<file path="src/design/i2c_master_byte_sequencer_top_assert.svh">
// Assertion macros for the I2C master byte sequencer.
// Included by the top level; needs no other file.
`ifndef I2C_MASTER_BYTE_SEQUENCER_TOP_ASSERT_SVH
`define I2C_MASTER_BYTE_SEQUENCER_TOP_ASSERT_SVH

// Same-cycle implication, checked outside reset.
`define I2CMS_ASSERT_IMPLY(label, clk, rst_n, ante, cons) \
	label: assert property (@(posedge clk) disable iff (!(rst_n)) (ante) |-> (cons)) \
		else $error("i2cms assertion failed");

// Next-cycle implication, checked outside reset.
`define I2CMS_ASSERT_NEXT(label, clk, rst_n, ante, cons) \
	label: assert property (@(posedge clk) disable iff (!(rst_n)) (ante) |=> (cons)) \
		else $error("i2cms assertion failed");

`endif

</file>
<file path="src/design/i2cms_pkg.sv">
// Shared types and constants of the I2C master byte sequencer.
// Used by i2cms_core and the top level; depends on nothing.
`timescale 1ns / 1ps

package i2cms_pkg;

	localparam int unsigned DelayW = 8;
	localparam int unsigned ByteW  = 8;

	localparam logic [DelayW-1:0] ShortDelayRst = 8'd2;
	localparam logic [DelayW-1:0] LongDelayRst  = 8'd5;

	// Command codes carried in the kind field.
	typedef enum logic [2:0] {
		KIND_TICK  = 3'd0,
		KIND_START = 3'd1,
		KIND_STOP  = 3'd2,
		KIND_WRITE = 3'd3,
		KIND_READ  = 3'd4
	} kind_t;

	// Configuration register indexes.
	localparam logic CFG_SHORT_DELAY = 1'b0;
	localparam logic CFG_LONG_DELAY  = 1'b1;

	// One result of a step.
	typedef struct packed {
		logic             ack_bit;
		logic [ByteW-1:0] read_data;
		logic             rejected;
		logic             done_res;
		logic             busy_res;
		logic             sda_level;
		logic             scl_level;
	} res_t;

endpackage

</file>
<file path="src/design/i2cms_core.sv">
// Sequencer state and its one-step next-state logic.
// Depends on i2cms_pkg.
`timescale 1ns / 1ps

module i2cms_core (
	input  logic                             clk,
	input  logic                             arst_n,
	input  logic                             step,
	input  logic [2:0]                       kind,
	input  logic [i2cms_pkg::ByteW-1:0]      write_byte,
	input  logic                             send_nack,
	input  logic                             sda_in,
	input  logic [i2cms_pkg::DelayW-1:0]     short_delay,
	input  logic [i2cms_pkg::DelayW-1:0]     long_delay,
	output i2cms_pkg::res_t                  res
);

	typedef enum logic [3:0] {
		PH_IDLE, PH_ST1, PH_ST2, PH_SP1, PH_SP2, PH_SP3, PH_WR1, PH_WR2,
		PH_WR3, PH_AK1, PH_AK2, PH_RD1, PH_RD2, PH_NK1, PH_NK2
	} phase_t;

	phase_t                          phase_q, phase_n;
	logic [3:0]                      bit_count_q, bit_count_n, bit_inc;
	logic [i2cms_pkg::ByteW-1:0]     shifter_q, shifter_n, shift_up;
	logic [i2cms_pkg::DelayW-1:0]    wait_q, wait_n;
	logic                            scl_q, scl_n, sda_q, sda_n;
	logic                            ack_q, ack_n, nack_q, nack_n;
	logic [i2cms_pkg::ByteW-1:0]     rx_q, rx_n;
	logic                            is_cmd, done, rej;

	assign bit_inc  = bit_count_q + 4'd1;
	assign shift_up = {shifter_q[i2cms_pkg::ByteW-2:0], 1'b0};
	assign is_cmd   = (kind == i2cms_pkg::KIND_START) || (kind == i2cms_pkg::KIND_STOP) ||
		(kind == i2cms_pkg::KIND_WRITE) || (kind == i2cms_pkg::KIND_READ);

	always_comb begin
		phase_n     = phase_q;
		bit_count_n = bit_count_q;
		shifter_n   = shifter_q;
		wait_n      = wait_q;
		scl_n       = scl_q;
		sda_n       = sda_q;
		ack_n       = ack_q;
		nack_n      = nack_q;
		rx_n        = rx_q;
		done        = 1'b0;
		rej         = 1'b0;
		if (phase_q != PH_IDLE) begin
			// A command that arrives mid-sequence still counts as one tick.
			rej = is_cmd;
			if (wait_q > 8'd1) begin
				wait_n = wait_q - 8'd1;
			end else begin
				wait_n = '0;
				case (phase_q)
					PH_ST1: begin
						sda_n = 1'b0; phase_n = PH_ST2; wait_n = long_delay;
					end
					PH_ST2: begin
						scl_n = 1'b0; phase_n = PH_IDLE; done = 1'b1;
					end
					PH_SP1: begin
						scl_n = 1'b1; phase_n = PH_SP2; wait_n = long_delay;
					end
					PH_SP2: begin
						sda_n = 1'b1; phase_n = PH_SP3; wait_n = long_delay;
					end
					PH_SP3: begin
						phase_n = PH_IDLE; done = 1'b1;
					end
					PH_WR1: begin
						scl_n = 1'b1; phase_n = PH_WR2; wait_n = long_delay;
					end
					PH_WR2: begin
						scl_n = 1'b0; phase_n = PH_WR3; wait_n = short_delay;
					end
					PH_WR3: begin
						shifter_n   = shift_up;
						bit_count_n = bit_inc;
						wait_n      = short_delay;
						if (bit_inc < 4'd8) begin
							sda_n   = shift_up[i2cms_pkg::ByteW-1];
							phase_n = PH_WR1;
						end else begin
							sda_n   = 1'b1;
							phase_n = PH_AK1;
						end
					end
					PH_AK1: begin
						scl_n = 1'b1; phase_n = PH_AK2; wait_n = long_delay;
					end
					PH_AK2: begin
						ack_n = sda_in; scl_n = 1'b0; phase_n = PH_IDLE; done = 1'b1;
					end
					PH_RD1: begin
						shifter_n = {shifter_q[i2cms_pkg::ByteW-2:0], sda_in};
						scl_n     = 1'b0;
						phase_n   = PH_RD2;
						wait_n    = short_delay;
					end
					PH_RD2: begin
						bit_count_n = bit_inc;
						if (bit_inc < 4'd8) begin
							scl_n   = 1'b1;
							phase_n = PH_RD1;
							wait_n  = long_delay;
						end else begin
							sda_n   = nack_q;
							phase_n = PH_NK1;
							wait_n  = short_delay;
						end
					end
					PH_NK1: begin
						scl_n = 1'b1; phase_n = PH_NK2; wait_n = long_delay;
					end
					PH_NK2: begin
						scl_n   = 1'b0;
						sda_n   = 1'b1;
						rx_n    = shifter_q;
						phase_n = PH_IDLE;
						done    = 1'b1;
					end
					default: begin
						phase_n = PH_IDLE;
					end
				endcase
			end
		end else if (is_cmd) begin
			case (kind)
				i2cms_pkg::KIND_START: begin
					sda_n = 1'b1; scl_n = 1'b1; phase_n = PH_ST1; wait_n = long_delay;
				end
				i2cms_pkg::KIND_STOP: begin
					sda_n = 1'b0; scl_n = 1'b0; phase_n = PH_SP1; wait_n = long_delay;
				end
				i2cms_pkg::KIND_WRITE: begin
					shifter_n   = write_byte;
					bit_count_n = '0;
					sda_n       = write_byte[i2cms_pkg::ByteW-1];
					phase_n     = PH_WR1;
					wait_n      = short_delay;
				end
				default: begin
					nack_n      = send_nack;
					shifter_n   = '0;
					bit_count_n = '0;
					sda_n       = 1'b1;
					scl_n       = 1'b1;
					phase_n     = PH_RD1;
					wait_n      = long_delay;
				end
			endcase
		end
	end

	always_ff @(posedge clk or negedge arst_n) begin
		if (!arst_n) begin
			phase_q     <= PH_IDLE;
			bit_count_q <= '0;
			shifter_q   <= '0;
			wait_q      <= '0;
			scl_q       <= 1'b1;
			sda_q       <= 1'b1;
			ack_q       <= 1'b0;
			nack_q      <= 1'b0;
			rx_q        <= '0;
		end else if (step) begin
			phase_q     <= phase_n;
			bit_count_q <= bit_count_n;
			shifter_q   <= shifter_n;
			wait_q      <= wait_n;
			scl_q       <= scl_n;
			sda_q       <= sda_n;
			ack_q       <= ack_n;
			nack_q      <= nack_n;
			rx_q        <= rx_n;
		end
	end

	always_comb begin
		res.scl_level = scl_n;
		res.sda_level = sda_n;
		res.busy_res  = (phase_n != PH_IDLE);
		res.done_res  = done;
		res.rejected  = rej;
		res.read_data = rx_n;
		res.ack_bit   = ack_n;
	end

endmodule

</file>
<file path="src/design/i2c_master_byte_sequencer_top.sv">
// Top level of the I2C master byte sequencer: input register, config
// registers and result register around i2cms_core. Depends on i2cms_pkg.
//
//   channel   signals                      beat contents
//   s_axis    tvalid tready tdata tuser    tick or command, with SDA sample
//   m_axis    tvalid tready tdata          pin levels and status per tick
//   cfg       cfg_we cfg_index cfg_data    short_delay, long_delay
//
// One beat in and one beat out per tick, one beat per cycle sustained while
// m_axis_tready allows. A beat passes the input register, then the state
// step that loads the result register. The input side keeps taking beats
// while a result waits, until both registers hold data. Reset sets SCL and
// SDA released, the sequencer idle and the delays to 2 and 5 ticks.
`timescale 1ns / 1ps
`include "i2c_master_byte_sequencer_top_assert.svh"

module i2c_master_byte_sequencer_top (
	input  logic        clk,
	input  logic        arst_n,
	input  logic        s_axis_tvalid,
	output logic        s_axis_tready,
	input  logic [15:0] s_axis_tdata,  // write_byte[7:0], send_nack[8], sda_in[9], zero pad
	input  logic [2:0]  s_axis_tuser,  // kind[2:0]
	output logic        m_axis_tvalid,
	input  logic        m_axis_tready,
	output logic [15:0] m_axis_tdata,  // scl_level, sda_level, busy_res, done_res, rejected,
	                                   // read_data[12:5], ack_bit[13], zero pad
	input  logic        cfg_we,
	input  logic        cfg_index,
	input  logic [7:0]  cfg_data
);

	logic                              s1_valid_q;
	logic [2:0]                        kind_s1;
	logic [i2cms_pkg::ByteW-1:0]       write_byte_s1;
	logic                              send_nack_s1, sda_in_s1;
	logic                              out_valid_q;
	i2cms_pkg::res_t                   res_c, res_q;
	logic [i2cms_pkg::DelayW-1:0]      short_delay_q, long_delay_q;
	logic                              advance;

	assign advance       = s1_valid_q && (!out_valid_q || m_axis_tready);
	assign s_axis_tready = !s1_valid_q || advance;

	always_ff @(posedge clk or negedge arst_n) begin
		if (!arst_n) begin
			short_delay_q <= i2cms_pkg::ShortDelayRst;
			long_delay_q  <= i2cms_pkg::LongDelayRst;
		end else if (cfg_we) begin
			if (cfg_index == i2cms_pkg::CFG_SHORT_DELAY) begin
				short_delay_q <= cfg_data;
			end else begin
				long_delay_q <= cfg_data;
			end
		end
	end

	always_ff @(posedge clk or negedge arst_n) begin
		if (!arst_n) begin
			s1_valid_q <= 1'b0;
		end else if (s_axis_tready) begin
			s1_valid_q <= s_axis_tvalid;
		end
	end

	always_ff @(posedge clk) begin
		if (s_axis_tready && s_axis_tvalid) begin
			kind_s1       <= s_axis_tuser;
			write_byte_s1 <= s_axis_tdata[7:0];
			send_nack_s1  <= s_axis_tdata[8];
			sda_in_s1     <= s_axis_tdata[9];
		end
	end

	i2cms_core u_core (
		.clk         (clk),
		.arst_n      (arst_n),
		.step        (advance),
		.kind        (kind_s1),
		.write_byte  (write_byte_s1),
		.send_nack   (send_nack_s1),
		.sda_in      (sda_in_s1),
		.short_delay (short_delay_q),
		.long_delay  (long_delay_q),
		.res         (res_c)
	);

	always_ff @(posedge clk or negedge arst_n) begin
		if (!arst_n) begin
			out_valid_q <= 1'b0;
		end else if (!out_valid_q || m_axis_tready) begin
			out_valid_q <= s1_valid_q;
		end
	end

	always_ff @(posedge clk) begin
		if (advance) begin
			res_q <= res_c;
		end
	end

	assign m_axis_tvalid = out_valid_q;
	assign m_axis_tdata  = {2'b00, res_q.ack_bit, res_q.read_data, res_q.rejected,
		res_q.done_res, res_q.busy_res, res_q.sda_level, res_q.scl_level};

	// A finished command leaves the sequencer idle.
	`I2CMS_ASSERT_IMPLY(a_done_idle, clk, arst_n, m_axis_tvalid && res_q.done_res,
		!res_q.busy_res)
	// The input side only stalls when the result register is full and blocked.
	`I2CMS_ASSERT_IMPLY(a_stall_cause, clk, arst_n, !s_axis_tready,
		m_axis_tvalid && !m_axis_tready)
	// A registered beat that cannot move on stays put.
	`I2CMS_ASSERT_NEXT(a_s1_kept, clk, arst_n, s1_valid_q && !advance, s1_valid_q)

endmodule
</file>
<file path="config.mk">
export PLATFORM = sky130hd
export DESIGN_NAME = i2c_master_byte_sequencer_top
export DESIGN_NICKNAME = d
export VERILOG_FILES = /design/src/design/i2cms_pkg.sv /design/src/design/i2cms_core.sv /design/src/design/i2c_master_byte_sequencer_top.sv
export VERILOG_INCLUDE_DIRS = /design/src /design/src/design
export SDC_FILE = /design/constraint.sdc
export NUM_CORES = 1
export LEC_CHECK = 0
export BUFFER_PORTS_ARGS = -buffer_cell sky130_fd_sc_hd__buf_2
export CORE_MARGIN = 2
export CORE_UTILIZATION = 43
export DETAILED_ROUTE_END_ITERATION = 8
export GPL_TIMING_DRIVEN = 0
export SETUP_SLACK_MARGIN = 0.2
export SLEW_MARGIN = 20
export SYNTH_ARGS = -nofsm -noshare
export SYNTH_HDL_FRONTEND = slang
export SYNTH_SLANG_ARGS = --single-unit
</file>
<file path="constraint.sdc">
create_clock -name clk -period 8.3 [get_ports clk]
set_clock_uncertainty 0.15 [all_clocks]
set_input_delay 1.66 -clock clk [delete_from_list [all_inputs] [get_ports clk]]
set_output_delay 1.66 -clock clk [all_outputs]
set_load 0.1 [all_outputs]
</file>
After elaboration in Yosys (flattened, before gate mapping)
Index checks and enable logic that the tools add are counted.
- register bits: 81
- output and inout port bits: 18
- $add $sub $neg: 2
- magnitude comparators: 2
- equal/unequal tests: 22
- multiplexer cells: 43
- bitwise operators: 3
- reductions and logical operators: 28
- operators with widths (operator ; count):
    $mux W8 ; 11
    $pmux W4 S10 ; 1
    $mux W4 ; 9
    $pmux W8 S2 ; 2
    $eq A4 B4 Y1 const B ; 7
    $pmux W8 S3 ; 1
    $eq A4 B3 Y1 const B ; 4
    $mux W1 ; 13
    $pmux W4 S3 ; 1
    $reduce_and A5 Y1 ; 2
    $eq A4 B2 Y1 const B ; 2
    $gt A8 B1 Y1 const B ; 1
    $reduce_bool A4 Y1 ; 2
    $reduce_or A2 Y1 ; 4
    $reduce_or A4 Y1 ; 2
    $sub A8 B1 Y8 const B ; 1
    $eq A3 B2 Y1 const B ; 2
    $reduce_and A2 Y1 ; 3
    $reduce_or A3 Y1 ; 2
    $reduce_or A6 Y1 ; 1
    $logic_or A1 B1 Y1 ; 5
    $reduce_or A5 Y1 ; 1
    $add A4 B1 Y4 const B ; 1
    $eq A4 B1 Y1 const B ; 1
    other kinds (15) ; 21

Longest topological paths before layout
- depth in word-level cells: 7
- gate-level depth with buffers: 9
- gate-level depth less buffers: 7

Hierarchy
Synthesis repeated with hierarchy kept, for this count alone.
- cells, all modules: 401
- area, all modules: 4419.2 sq um
- modules (own cells, without submodules) (module ; times used ; cells an instance ; area each (sq um)):
    i2cms_core ; 1 ; 328 ; 2855.2
    i2c_master_byte_sequencer_top ; 1 ; 73 ; 1564.0

Least setup slack after synthesis
Ideal clock, no wire load.
- path kind: input -> output
- start point: input port m_axis_tready
- end point: output port s_axis_tready
- arrival: 2482 ps
- data required time: 6490 ps
- setup slack: 4008 ps
- stages: 1
- path through: nand3b_1
- cells in the longest elaborated chain, start to end: 3
- ends and longest elaborated chain (what ; RTL line ; text):
    start, declared ; i2c_master_byte_sequencer_top.sv:25 ; input logic m_axis_tready,
    $logic_or A1 B1 Y1 ; i2c_master_byte_sequencer_top.sv:42 ; assign advance = s1_valid_q && (!out_valid_q || m_axis_tready);
    $logic_and A1 B1 Y1 ; i2c_master_byte_sequencer_top.sv:42 ;
    $logic_or A1 B1 Y1 ; i2c_master_byte_sequencer_top.sv:43 ; assign s_axis_tready = !s1_valid_q || advance;
    end, declared ; i2c_master_byte_sequencer_top.sv:21 ; output logic s_axis_tready,
Every way passes these cells.

Worst setup path after layout
Ends and elaborated chain as after synthesis.

==> results.toml <==
[hold_path]
min_to = "u_core.nack_q"
worstHoldPathCells = 1
hold_path_class = "reg -> reg"
min_from = "send_nack_s1"

[power]
switching_share = 0.399
switchingPower_mw = 0.634
max-vdd-ir-drop_mv = 0.131
power.total_mw = 1.59
seqPwrFrac = 0.363
p_int_mw = 0.954
powerDensity_mw_per_mm2 = 317
p_clk_frac = 0.241
comb_power_share = 0.396
p_leak_nw = 2.07

[die]
initial_core_util = 0.445
core-area_mm2 = 0.00982
rows = 36
dieArea_mm2 = 0.0110
die_w_um = 105
die_y_um = 105
pin_count = 51

[sta]
tns_ns = 0
timing.slew.headroom = 0.424
finalCriticalPeriod_ns = 4.12
hold_violations = 0
worst_pin_slew_ns = 0.861
min_period_over_period = 0.496
finalMaxSlewViolations = 0
max_freq_mhz = 243
rsz0062_at_grt = "false"
setup-violations-final = 0

[placement]
place.detailed.hpwl_mm = 7.26
port_buffers = 42
postPlaceCellArea_mm2 = 0.00475
dp_cells = 573
gp_congestion = 0.870

[final_layout]
syn2layout_area_growth_pct = 14.8
final_cell_area_mm2 = 0.00501
drive_gt1_frac = 0.268
final_nets = 487
fin_cells = 589
post-route-util = 0.511
antenna_cells = 0

[setup_path]
crit_path_start_kind = "input port"
crit_buf_inv = 2
r2r_end = "u_core.shifter_q[2]"
timing.rr.start = "u_core.phase_q[0]"
r2r_slack_ns = 5.34
crit_cells = 3
arrival_ns = 2.31
cp.required_ns = 6.49
path_cells = "buf_2 > nand3b_1 > buf_2"
path_class = "in -> out"
rr_worst_depth = 6
path_delay_family = "buffers and inverters"
critPathMaxFanout = 3
critPathCaptureType = "output port"
cp_slowest_cell = "buf_2"
cpPeakStageDelay_ns = 0.44
cpMostUsedCell = "buf_2"

[synth]
yosysTopAreaCell = "dfrtp_1"
seq_area_frac_synth = 0.497
syn_avg_cell_area_um2 = 11.0
synthTopCellsByArea = "dfrtp_1 28%, edfxtp_1 19%, mux2_2 12%, dfstp_2 3.0%, mux2i_1 2.5%"
ys_ff_latch = 81
postSynth.topFlopCell = "dfrtp_1"
synthCells = 397
synth_cell_types = 66
async_reset_ff_frac = 0.667
synth_top_area_share = 0.281
synth_area_mm2 = 0.00437
synth-edff-count = 27
yosys_warnings = 0

[clock_network]
hold_buffers = 0
clk_path_buf_depth = 2
cts-root-buf = "clkbuf_8"
cts_max_level = 3
cts.clk_slew.worst_paths_ns = 0.08
insertion_delay_ns = 0.37
clock-sinks = 81
postCtsSetupRepairBufs = 0
cts_tree = "yes"
cts_resized = 0
cts_buffers = 9

[routing]
wirelength_mm = 10.4
via_per_inst = 5.69
drt_iter0_markers = 261
ant_nets = 0
vias = 3350
wl_per_cell_um = 17.7
first_pass_iters = 5
drc = 0

[global_routing]
gr-usage-all-layers = 0.200
grt_max_degree = 55
grt_pass1_vias = 3258
grt_overflow = 0
grt_pass1_wl_mm = 17.0
antenna_found_initial = 0

[run_status]
status = "completed"

[job]
drv_cap = 0
cell usage in the layout, fill, tap and decap left out, drive strengths merged, types with 3 or more instances in the layout:
| master | synthesis | routed |
|---|---|---|
| o41ai | 3 | 3 |
| mux2 | 46 | 46 |
| nand3 | 6 | 6 |
| nor3 | 8 | 8 |
| edfxtp | 27 | 27 |
| mux2i | 11 | 11 |
| ha | 3 | 3 |
| inv | 12 | 14 |
| a22oi | 3 | 3 |
| xnor2 | 6 | 6 |
| a31oi | 10 | 10 |
| nor2b | 6 | 6 |
| nand2 | 26 | 26 |
| clkbuf | 18 | 28 |
| a21oi | 16 | 16 |
| or3 | 3 | 3 |
| dfstp | 5 | 5 |
| a2111oi | 4 | 4 |
| nand3b | 3 | 3 |
| a32oi | 3 | 3 |
| o31ai | 5 | 5 |
| o21ai | 20 | 20 |
| nand2b | 13 | 13 |
| a22o | 9 | 9 |
| buf | 9 | 51 |
| dfrtp | 49 | 49 |
| a211oi | 5 | 5 |
| or4 | 3 | 3 |
| nor2 | 26 | 26 |
| bufinv | 0 | 4 |
synthesized netlist by cell type (all sizes together) (2+ instances only):
| cell | count |
|---|---|
| nand2 | 26 |
| mux2i | 11 |
| dfrtp | 49 |
| nor3 | 8 |
| a22o | 9 |
| nor3b | 2 |
| a22oi | 3 |
| o31ai | 5 |
| a211oi | 5 |
| nand2b | 13 |
| a2bb2oi | 2 |
| mux2 | 46 |
| o2bb2ai | 2 |
| a21oi | 16 |
| or4 | 3 |
| nand3b | 3 |
| xnor2 | 6 |
| nor2b | 6 |
| and3 | 2 |
| clkbuf | 18 |
| a311o | 2 |
| o41ai | 3 |
| o221a | 2 |
| a2111oi | 4 |
| a32oi | 3 |
| nor4bb | 2 |
| edfxtp | 27 |
| nor4b | 2 |
| nor2 | 26 |
| o221ai | 2 |
| buf | 9 |
| dfstp | 5 |
| ha | 3 |
| a31oi | 10 |
| nand3 | 6 |
| or3 | 3 |
| o21ai | 20 |
| xor2 | 2 |
| inv | 12 |
| nor4 | 2 |
through the flow:
step                      hold WS, ns  worst slack [ns]
after detailed placement        0.330              4.18
after floorplan                 0.304              4.01
final                           0.348              4.18
after CTS                       0.349              4.18
after global routing            0.371              4.12
after global placement          0.317              4.20
layer usage:
metal  up-vias  global-route usage  part of all wire
met5         -                   0                 0
met4         0              0.0810             0.028
met3        22              0.0449             0.046
met2        91               0.303              0.45
met1      1632               0.277              0.47
li1       1605                   -                 -
area by class of cell:
| type | instances | area [µm²] |
|---|---|---|
| well taps | 133 | 166 |
| clock buffers | 10 | 128 |
| clock inverters | 6 | 138 |
| inverters | 12 | 45.0 |
| multi-input cells | 278 | 2040 |
| plain buffers | 27 | 118 |
| flip-flops and latches | 81 | 2170 |
| repair buffers | 42 | 213 |
| fillers | 923 | 4810 |
power groups by stage:
stage / clock [mW] / combinational [mW] / sequential [mW]
5_1_grt: 0.407 / 0.687 / 0.589
4_1_cts: 0.389 / 0.622 / 0.575
3_3_place_gp: 0 / 0.617 / 0.581
3_5_place_dp: 0 / 0.617 / 0.583
6_report: 0.383 / 0.629 / 0.577
2_1_floorplan: 0 / 0.408 / 0.631
flip-flops by register name (all words and copies together), names as in the netlist:
name and count:
write_byte_s1 8, u_core.phase_q 4, u_core.nack_q 1, u_core.shifter_q 8, u_core.sda_q 1, m_axis_tdata 14
kind_s1 3, s1_valid_q 1, u_core.bit_count_q 4, long_delay_q 8, u_core.ack_q 1, u_core.wait_q 8
sda_in_s1 1, u_core.scl_q 1, m_axis_tvalid 1, short_delay_q 8, send_nack_s1 1, u_core.rx_q 8
logic make-up (layout without fill, tap and decap cells):
kind of cell | Yosys count | in the layout | synth area share
xor+xnor | 8 | 8 | 0.0161
compound gates | 99 | 99 | 0.162
flops | 81 | 81 | 0.497
buf+inv | 39 | 97 | 0.0373
fa+ha+maj | 3 | 3 | 0.00860
mux | 57 | 57 | 0.144
simple gates | 109 | 109 | 0.135
other cells | 1 | 2 | 0.000859
how the worst max path moves through the flow:
| stage | slack (ns) | startpoint | endpoint |
|---|---|---|---|
| finish | 4.18 | m_axis_tready | s_axis_tready |
| global route | 4.12 | m_axis_tready | s_axis_tready |
| CTS | 4.18 | m_axis_tready | s_axis_tready |
| detailed placement | 4.18 | m_axis_tready | s_axis_tready |
| global placement | 4.20 | m_axis_tready | s_axis_tready |
| floorplan | 4.01 | m_axis_tready | s_axis_tready |
Power figures use the tool's default switching activity.
